### src/sv/tlf_pkg.sv
package tlf_pkg;

   // Line store geometry.
   localparam int LINE_DEPTH = 62;
   localparam int IDX_W      = $clog2(LINE_DEPTH);
   localparam int COL_W      = $clog2(LINE_DEPTH + 1);

   // A programmed width of zero stands for this column count before saturation.
   localparam int WIDTH_WHEN_ZERO = 80;

   // Character codes.
   localparam logic [7:0] CH_LF    = 8'h0A;
   localparam logic [7:0] CH_CR    = 8'h0D;
   localparam logic [7:0] CH_SPACE = 8'h20;

   // Input command codes.
   localparam logic CMD_TEXT = 1'b0;
   localparam logic CMD_END  = 1'b1;

   // Register map: the word index is taken from bit 2 of the byte address.
   localparam int         CSR_ADDR_W         = 3;
   localparam logic [0:0] REG_LINE_WIDTH     = 1'b0;
   localparam logic [0:0] REG_BREAK_AT_SPACE = 1'b1;

   typedef logic [COL_W-1:0] col_type;

   // One output word handed from the sequencer to the output register.
   typedef struct packed {
      logic       valid;
      logic [7:0] data;
      logic       last;
   } emit_type;

   // Access request to the line store.
   typedef struct packed {
      logic             wr_en;
      logic [IDX_W-1:0] wr_addr;
      logic [7:0]       wr_data;
      logic             rd_en;
      logic [IDX_W-1:0] rd_addr;
   } store_req_type;

   // Effective wrap column: zero means the default, and the result never
   // exceeds the store depth.
   function automatic col_type eff_width(input logic [5:0] line_width);
      int w;
      if (line_width == 6'd0) begin
         w = WIDTH_WHEN_ZERO;
      end else begin
         w = int'(line_width);
      end
      if (w > LINE_DEPTH) begin
         w = LINE_DEPTH;
      end
      return col_type'(w);
   endfunction

endpackage

### src/sv/tlf_line_store.sv
module tlf_line_store (
   input  logic                   clock,
   input  tlf_pkg::store_req_type store_req,
   output logic [7:0]             rd_data
);
   import tlf_pkg::*;

   logic [7:0] mem [LINE_DEPTH];
   logic [7:0] rd_data_ff;

   // One write port and one read port; the read data is registered.
   always_ff @(posedge clock) begin
      if (store_req.wr_en) begin
         mem[store_req.wr_addr] <= store_req.wr_data;
      end
      if (store_req.rd_en) begin
         rd_data_ff <= mem[store_req.rd_addr];
      end
   end

   assign rd_data = rd_data_ff;

endmodule

### src/sv/tlf_sequencer.sv
module tlf_sequencer (
   input  logic                   clock,
   input  logic                   reset,
   input  logic                   req_valid,
   input  logic                   req_command,
   input  logic [7:0]             req_char,
   output logic                   req_ready,
   input  tlf_pkg::col_type       width,
   input  logic                   break_at_space,
   input  logic                   out_free,
   output tlf_pkg::emit_type      emit,
   output tlf_pkg::store_req_type store_req,
   input  logic [7:0]             rd_data
);
   import tlf_pkg::*;

   localparam logic [3:0] S_IDLE     = 4'd0;
   localparam logic [3:0] S_SCAN_RD  = 4'd1;
   localparam logic [3:0] S_SCAN_CHK = 4'd2;
   localparam logic [3:0] S_EMIT_RD  = 4'd3;
   localparam logic [3:0] S_EMIT_OUT = 4'd4;
   localparam logic [3:0] S_CR       = 4'd5;
   localparam logic [3:0] S_LF       = 4'd6;
   localparam logic [3:0] S_MOVE_RD  = 4'd7;
   localparam logic [3:0] S_MOVE_WR  = 4'd8;
   localparam logic [3:0] S_WRITE    = 4'd9;
   localparam logic [3:0] S_CHAR     = 4'd10;

   logic [3:0] state_ff, state_in;
   col_type    column_ff, column_in;
   col_type    idx_ff, idx_in;
   col_type    limit_ff, limit_in;
   logic [7:0] char_ff, char_in;
   logic       move_ff, move_in;
   logic       wr_ff, wr_in;
   logic       hard_ff, hard_in;

   // The shared index unit: a decrement, an increment, one offset and two end compares.
   col_type idx_dec;
   col_type idx_inc;
   col_type idx_off;
   logic    idx_at_limit;
   logic    idx_at_column;

   assign idx_dec       = idx_ff - col_type'(1);
   assign idx_inc       = idx_ff + col_type'(1);
   assign idx_off       = idx_ff - limit_ff;
   assign idx_at_limit  = (idx_inc == limit_ff);
   assign idx_at_column = (idx_inc == column_ff);

   assign req_ready = (state_ff == S_IDLE);

   // Sequencer: decode an accepted word, then scan, emit, move and write.
   always_comb begin
      state_in  = state_ff;
      column_in = column_ff;
      idx_in    = idx_ff;
      limit_in  = limit_ff;
      char_in   = char_ff;
      move_in   = move_ff;
      wr_in     = wr_ff;
      hard_in   = hard_ff;
      emit      = '0;
      store_req = '0;

      unique case (state_ff)
         S_IDLE: begin
            if (req_valid) begin
               char_in = req_char;
               move_in = 1'b0;
               wr_in   = 1'b0;
               hard_in = 1'b0;
               idx_in  = '0;
               if (req_command == CMD_END) begin
                  if (column_ff == '0) begin
                     state_in = S_IDLE;
                  end else if (break_at_space) begin
                     limit_in = column_ff;
                     state_in = S_EMIT_RD;
                  end else begin
                     state_in = S_CR;
                  end
               end else if (req_char == CH_LF) begin
                  if (break_at_space && column_ff != '0) begin
                     limit_in = column_ff;
                     state_in = S_EMIT_RD;
                  end else begin
                     state_in = S_CR;
                  end
               end else if (req_char == CH_CR) begin
                  state_in = S_IDLE;
               end else if (break_at_space) begin
                  wr_in = 1'b1;
                  if (column_ff >= width) begin
                     idx_in   = column_ff;
                     state_in = S_SCAN_RD;
                  end else begin
                     state_in = S_WRITE;
                  end
               end else begin
                  wr_in   = 1'b1;
                  hard_in = 1'b1;
                  if (column_ff >= width) begin
                     state_in = S_CR;
                  end else begin
                     state_in = S_WRITE;
                  end
               end
            end
         end

         // Backward search for the last space in the held line.
         S_SCAN_RD: begin
            store_req.rd_en   = 1'b1;
            store_req.rd_addr = idx_dec[IDX_W-1:0];
            idx_in            = idx_dec;
            state_in          = S_SCAN_CHK;
         end

         S_SCAN_CHK: begin
            if (rd_data == CH_SPACE) begin
               limit_in = idx_inc;
               move_in  = 1'b1;
               idx_in   = '0;
               state_in = S_EMIT_RD;
            end else if (idx_ff == '0) begin
               limit_in = column_ff;
               move_in  = 1'b0;
               idx_in   = '0;
               state_in = S_EMIT_RD;
            end else begin
               state_in = S_SCAN_RD;
            end
         end

         // Emit the held bytes below the limit, one per read.
         S_EMIT_RD: begin
            store_req.rd_en   = 1'b1;
            store_req.rd_addr = idx_ff[IDX_W-1:0];
            state_in          = S_EMIT_OUT;
         end

         S_EMIT_OUT: begin
            if (out_free) begin
               emit.valid = 1'b1;
               emit.data  = rd_data;
               if (idx_at_limit) begin
                  state_in = S_CR;
               end else begin
                  idx_in   = idx_inc;
                  state_in = S_EMIT_RD;
               end
            end
         end

         S_CR: begin
            if (out_free) begin
               emit.valid = 1'b1;
               emit.data  = CH_CR;
               state_in   = S_LF;
            end
         end

         // The line feed closes the run unless a hard-mode byte follows.
         S_LF: begin
            if (out_free) begin
               emit.valid = 1'b1;
               emit.data  = CH_LF;
               emit.last  = !hard_ff;
               if (move_ff && limit_ff != column_ff) begin
                  idx_in   = limit_ff;
                  state_in = S_MOVE_RD;
               end else begin
                  column_in = '0;
                  state_in  = wr_ff ? S_WRITE : S_IDLE;
               end
            end
         end

         // Shift the bytes after the space down to the start of the store.
         S_MOVE_RD: begin
            store_req.rd_en   = 1'b1;
            store_req.rd_addr = idx_ff[IDX_W-1:0];
            state_in          = S_MOVE_WR;
         end

         S_MOVE_WR: begin
            store_req.wr_en   = 1'b1;
            store_req.wr_addr = idx_off[IDX_W-1:0];
            store_req.wr_data = rd_data;
            if (idx_at_column) begin
               column_in = column_ff - limit_ff;
               state_in  = S_WRITE;
            end else begin
               idx_in   = idx_inc;
               state_in = S_MOVE_RD;
            end
         end

         // Append the new byte while the store has room.
         S_WRITE: begin
            if (column_ff < col_type'(LINE_DEPTH)) begin
               store_req.wr_en   = 1'b1;
               store_req.wr_addr = column_ff[IDX_W-1:0];
               store_req.wr_data = char_ff;
               column_in         = column_ff + col_type'(1);
            end
            state_in = hard_ff ? S_CHAR : S_IDLE;
         end

         S_CHAR: begin
            if (out_free) begin
               emit.valid = 1'b1;
               emit.data  = char_ff;
               emit.last  = 1'b1;
               state_in   = S_IDLE;
            end
         end

         default: begin
            state_in = S_IDLE;
         end
      endcase
   end

   always_ff @(posedge clock) begin
      if (reset) begin
         state_ff  <= S_IDLE;
         column_ff <= '0;
      end else begin
         state_ff  <= state_in;
         column_ff <= column_in;
      end
      idx_ff   <= idx_in;
      limit_ff <= limit_in;
      char_ff  <= char_in;
      move_ff  <= move_in;
      wr_ff    <= wr_in;
      hard_ff  <= hard_in;
   end

   // The column never runs past the end of the store.
   a_column_range: assert property (@(posedge clock) disable iff (reset)
      column_ff <= col_type'(LINE_DEPTH))
      else $error("column beyond line store depth");

   // A word is only produced when the output register can take it.
   a_emit_free: assert property (@(posedge clock) disable iff (reset)
      emit.valid |-> out_free)
      else $error("word emitted into a full output register");

   // Space check always follows its own read.
   a_scan_order: assert property (@(posedge clock) disable iff (reset)
      state_ff == S_SCAN_CHK |-> $past(state_ff) == S_SCAN_RD)
      else $error("space check without a preceding read");

   // Emit reads stay below the emit limit.
   a_emit_bound: assert property (@(posedge clock) disable iff (reset)
      state_ff == S_EMIT_RD |-> idx_ff < limit_ff)
      else $error("emit index past limit");

endmodule

### src/sv/text_line_folder.sv
// Text line folder: wraps a byte stream to the programmed width with CR LF
// line ends, either breaking hard at the width or, in space mode, at the last
// space of a held line. Each input word causes zero or more output words; the
// last of them carries rsp_tlast. In hard mode a plain byte is accepted,
// written to the store and echoed. In space mode a byte that does not break is
// accepted and written; a break scans, emits and moves bytes one access at a
// time, since every access goes through the single read port of the line
// store, whose read data is registered. An output register separates the
// sequencer from the result channel, and a stall there holds the sequencer.
// The line store needs no clearing after reset: only written entries are read.
module text_line_folder (
   input  logic                           clock,
   input  logic                           reset,
   // Input channel.
   input  logic                           req_tvalid,
   output logic                           req_tready,
   input  logic [7:0]                     req_tdata,   // [7:0] text_byte
   input  logic                           req_tuser,   // [0] command
   // Result channel.
   output logic                           rsp_tvalid,
   input  logic                           rsp_tready,
   output logic [7:0]                     rsp_tdata,   // [7:0] out_byte
   output logic                           rsp_tlast,   // run_last
   // Register port.
   input  logic                           csr_psel,
   input  logic                           csr_penable,
   input  logic                           csr_pwrite,
   input  logic [tlf_pkg::CSR_ADDR_W-1:0] csr_paddr,
   input  logic [31:0]                    csr_pwdata,
   output logic [31:0]                    csr_prdata,
   output logic                           csr_pready
);
   import tlf_pkg::*;

   logic [5:0]    line_width_ff, line_width_in;
   logic          break_at_space_ff, break_at_space_in;
   logic          rsp_valid_ff, rsp_valid_in;
   logic [7:0]    rsp_data_ff, rsp_data_in;
   logic          rsp_last_ff, rsp_last_in;
   logic          csr_write;
   logic [0:0]    csr_index;
   logic          out_free;
   emit_type      emit;
   store_req_type store_req;
   logic [7:0]    rd_data;

   // Register writes and read-back.
   assign csr_pready = 1'b1;
   assign csr_write  = csr_psel && csr_penable && csr_pwrite;
   assign csr_index  = csr_paddr[2:2];

   always_comb begin
      line_width_in     = line_width_ff;
      break_at_space_in = break_at_space_ff;
      if (csr_write) begin
         unique case (csr_index)
            REG_LINE_WIDTH:     line_width_in     = csr_pwdata[5:0];
            REG_BREAK_AT_SPACE: break_at_space_in = csr_pwdata[0];
            default:            line_width_in     = line_width_ff;
         endcase
      end
   end

   always_comb begin
      unique case (csr_index)
         REG_LINE_WIDTH:     csr_prdata = {26'd0, line_width_ff};
         REG_BREAK_AT_SPACE: csr_prdata = {31'd0, break_at_space_ff};
         default:            csr_prdata = '0;
      endcase
   end

   // Output register: loads a new word whenever it is empty or being taken.
   assign out_free = !rsp_valid_ff || rsp_tready;

   always_comb begin
      rsp_valid_in = rsp_valid_ff;
      rsp_data_in  = rsp_data_ff;
      rsp_last_in  = rsp_last_ff;
      if (emit.valid) begin
         rsp_valid_in = 1'b1;
         rsp_data_in  = emit.data;
         rsp_last_in  = emit.last;
      end else if (rsp_tready) begin
         rsp_valid_in = 1'b0;
      end
   end

   always_ff @(posedge clock) begin
      if (reset) begin
         line_width_ff     <= 6'd62;
         break_at_space_ff <= 1'b0;
         rsp_valid_ff      <= 1'b0;
      end else begin
         line_width_ff     <= line_width_in;
         break_at_space_ff <= break_at_space_in;
         rsp_valid_ff      <= rsp_valid_in;
      end
      rsp_data_ff <= rsp_data_in;
      rsp_last_ff <= rsp_last_in;
   end

   assign rsp_tvalid = rsp_valid_ff;
   assign rsp_tdata  = rsp_data_ff;
   assign rsp_tlast  = rsp_last_ff;

   tlf_sequencer u_sequencer (
      .clock          (clock),
      .reset          (reset),
      .req_valid      (req_tvalid),
      .req_command    (req_tuser),
      .req_char       (req_tdata),
      .req_ready      (req_tready),
      .width          (eff_width(line_width_ff)),
      .break_at_space (break_at_space_ff),
      .out_free       (out_free),
      .emit           (emit),
      .store_req      (store_req),
      .rd_data        (rd_data)
   );

   tlf_line_store u_line_store (
      .clock     (clock),
      .store_req (store_req),
      .rd_data   (rd_data)
   );

endmodule

### config.mk
export PLATFORM = sky130hd
export DESIGN_NAME = text_line_folder
export DESIGN_NICKNAME = d
export VERILOG_FILES = /design/src/sv/tlf_pkg.sv /design/src/sv/tlf_line_store.sv /design/src/sv/tlf_sequencer.sv /design/src/sv/text_line_folder.sv
export SDC_FILE = /design/constraint.sdc
export NUM_CORES = 1
export LEC_CHECK = 0
export BUFFER_PORTS_ARGS = -buffer_cell sky130_fd_sc_hd__buf_4
export CORE_MARGIN = 4
export CORE_UTILIZATION = 45
export DETAILED_ROUTE_END_ITERATION = 8
export GPL_TIMING_DRIVEN = 1
export PLACE_DENSITY = 0.61
export SLEW_MARGIN = 10
export SYNTH_ARGS = -nofsm -noshare
export SYNTH_HDL_FRONTEND = slang
export SYNTH_HIERARCHICAL = 1
export SYNTH_SLANG_ARGS = --single-unit
### constraint.sdc
create_clock -name clock -period 4.5 [get_ports clock]
set_clock_uncertainty 0.05 [all_clocks]
set_input_delay 1.35 -clock clock [delete_from_list [all_inputs] [get_ports clock]]
set_output_delay 1.35 -clock clock [all_outputs]
set_load 0.05 [all_outputs]
==> impl_metrics.py <==
metrics = {
    "power": {
        "power.clock.fraction": 0.313,
        "p_int_uw": 11010,
        "powerDensity_nw_per_um2": 572.4,
        "irDropWorstVdd_mv": 0.3281,
        "power.share.combinational": 0.282,
        "power.net_switching_uw": 4881,
        "p_seq_frac": 0.406,
        "total_leakage_power_uw": 0.009185,
        "sw_frac_of_total": 0.3072,
    },
    "floorplanning": {
        "coreArea_um2": 52760,
        "die_x_um": 239.4,
        "start_util": 0.4567,
        "num_rows": 84,
        "die_h_um": 239.4,
        "die_area_um2": 57310,
        "pin_count": 95,
    },
    "synth": {
        "synth_area_leaders": "edfxtp_1 (67%), mux4_2 (10%), mux2i_1 (2.1%)",
        "yosys_most_used_dff": "edfxtp_1",
        "synthAdderAreaFrac": 0.01257,
        "yosysWarnings": 6,
        "muxShareOfSynthArea": 0.1404,
        "ys_seq_elements": 554,
        "synth_commonest_cells": "edfxtp_1 (536), nor2_1 (110), mux4_2 (109), nand2_1 (60), mux2i_1 (51)",
        "synth_compound_gate_area_share": 0.05862,
        "synth_area_per_cell_um2": 16.70,
        "synth_most_common_cell": "edfxtp_1",
        "synth_top_family_by_area": "multiplexers",
        "yosys.area_share.simple": 0.06408,
        "synth_top_area_cell": "edfxtp_1",
        "netlist.area_leader.share": 0.6680,
        "synth-edff-count": 536,
        "synthArstFlopShare": 0,
        "syn-cell-area_um2": 24100,
        "yosysUniqueCellTypes": 72,
        "netlist_instances": 1443,
        "ys_seq_area_frac": 0.6829,
        "synth_xor_area_frac": 0.009451,
    },
    "route": {
        "first_pass_iters": 5,
        "dr_wl_met3_mm": 3.338,
        "wl_met2_mm": 28.30,
        "wl_met1_mm": 25.14,
        "drtIter0Drc": 1312,
        "ant_nets": 0,
        "drc": 0,
        "routed.top_layer": "met4",
        "vias_per_cell": 5.867,
        "wl_per_cell_um": 25.16,
        "vias": 13540,
        "finalWirelength_mm": 58.05,
    },
    "setup_path": {
        "worstPathRequired_ns": 4.76,
        "cp.arrival_ns": 4.28,
        "critPathBufInv": 1,
        "path_delay_family": "compound AO/OA/AOI/OAI gates",
        "crit_type": "flop to flop",
        "cp_slowest_stage_delay_ns": 0.86,
        "reg2regPathDepth": 8,
        "crit_path_top_delay_cell": "o21ai_4",
        "crit_fanout": 26,
        "crit_path_cell_trace": "nor3_1 -> nand2_1 -> o21ai_4 -> buf_12 -> mux4_2 -> mux2_2 -> a22oi_1 -> nand4_1",
        "worstSetupEndpointType": "flop",
        "cp.depth": 8,
        "start_kind": "flop",
    },
    "sta": {
        "setup_tns_ns": 0,
        "tightest_slew_ns": 1.120,
        "final_hold_viol_count": 0,
        "finalCriticalPeriod_ns": 4.023,
        "setup_viol": 0,
        "grt_setup_unrepaired": "no",
        "finalMaxSlewViolations": 0,
        "max_freq_mhz": 248.6,
        "fin_crit_sh": 0.8941,
        "max_slew_margin": 0.2516,
        "whs_ns": 0.4846,
    },
    "grt": {
        "grt_pass1_wl_mm": 87.26,
        "track_usage": 0.2035,
        "antenna_found_initial": 3,
        "grt_pass1_vias": 13520,
        "grt_max_degree": 63,
        "grt.overflow.total": 0,
    },
    "placement": {
        "hpwlAfterDp_mm": 38.28,
        "gp_congestion": 0.8676,
        "io_buffers": 39,
    },
    "cells_and_area": {
        "area_growth_syn_to_layout_pct": 15.19,
        "diodes": 0,
        "layout-drive-gt1-share": 0.2378,
        "nets": 1647,
    },
    "clock_tree": {
        "clock_latency_ns": 0.62,
        "cts-resized-gates": 0,
        "htree_levels": 2,
        "cts_tree": "built",
        "hold_buffers": 0,
        "path_clk_slew_ns": 0.06,
        "cts_buffers": 58,
        "root_buffer": "clkbuf_16",
        "cts_sinks": 554,
        "cts_buffer_depth": 3,
        "postCtsSetupRepairBufs": 0,
    },
    "outcome": {
        "status": "finished clean",
    },
    "hold_path": {
        "min_path_type": "flop to flop",
        "holdPathStages": 2,
    },
    "flow_run": {
        "drv_cap": 0,
    },
}
[metal layers]
metal,global-route usage,vias to the layer above
li1,-,5983
met1,0.2944,6995
met2,0.3298,469
met3,0.02694,88
met4,0.05541,0
met5,0,-
[kinds of logic (layout without fill, tap and decap cells)]
logic type                 after synthesis  in the layout
DFF                                    554            554
muxes                                  181            181
buffers and inverters                  139            290
adders and majority gates               23             23
AOI/OAI and AO/OA                      203            203
xor gates and xnor gates                26             26
other                                    2             27
and+or+nand+nor                        315            315
[worst register-to-register path, cell delays in order (launching register included)]
cell and delay, ns:
dfxtp_1 0.45, nor3_1 0.38, nand2_1 0.32, o21ai_4 0.86
buf_12 0.29, mux4_2 0.40, mux2_2 0.28, a22oi_1 0.44
nand4_1 0.25
[power by group through the flow]
stage	registers, µW	clock network [µW]	logic [µW]
after detailed placement	6540	0	4480
after floorplan	6500	0	3040
after global routing	6460	5310	4820
final	6440	4970	4470
after global placement	6540	0	4430
after CTS	6440	5080	4500
[final timing paths]
path	slack [ns]	from	to
max	0.48	u_sequencer/state_ff[3]	u_line_store/rd_data[5]
min	0.48	break_at_space_ff	break_at_space_ff
max reg2reg	0.48	u_sequencer/state_ff[3]	u_line_store/rd_data[5]
min reg2reg	0.48	break_at_space_ff	break_at_space_ff
[state kept, by name, summed over array words and instances (netlist names)]
| signal | cells |
|---|---|
| u_line_store/mem | 496 |
| rsp_tdata | 8 |
| u_line_store/rd_data | 8 |
| u_sequencer/char_ff | 8 |
| line_width_ff | 6 |
| u_sequencer/column_ff | 6 |
| u_sequencer/idx_ff | 6 |
| u_sequencer/limit_ff | 6 |
| u_sequencer/state_ff | 4 |
| break_at_space_ff | 1 |
| rsp_tlast | 1 |
| rsp_tvalid | 1 |
| u_sequencer/hard_ff | 1 |
| u_sequencer/move_ff | 1 |
| u_sequencer/wr_ff | 1 |
[through the flow]
stage | std cells | total power [µW] | area, µm² | util | setup WS (ns)
6_report | 2307 | 15890 | 27760 | 0.5261 | 0.4767
2_1_floorplan | 1468 | 9542 | 24190 | - | 0.8498
4_1_cts | 2307 | 16010 | 27760 | 0.5261 | 0.4479
3_5_place_dp | 2201 | 11010 | 25760 | 0.4882 | 0.4955
3_3_place_gp | 2201 | 10970 | 25760 | 0.4882 | 0.4499
5_1_grt | 2307 | 16590 | 27760 | 0.5261 | 0.1999
[layout by cell type (no fill, tap or decap), types with 26 or more instances in the layout]
cell type	Yosys	final
edfxtp_1	536	536
mux4_2	109	109
a21oi_1	29	29
nor2_1	110	110
mux2i_1	51	51
nand2_1	60	60
buf_4	37	149
conb_1	2	27
nand3_1	29	29
clkbuf_16	0	61
o21ai_0	36	32
nor2b_1	26	26
[layout make-up]
cell class                 instances  area, µm²
clock buffer                      70       1560
clock inverter                    36      437.9
fill                            4266      25000
inverter                          25      93.84
multi-input combinational        775       7029
sequential                       554      16460
tap                              688      860.8
timing repair buffer             159       1319
Power figures use the tool's default switching activity.
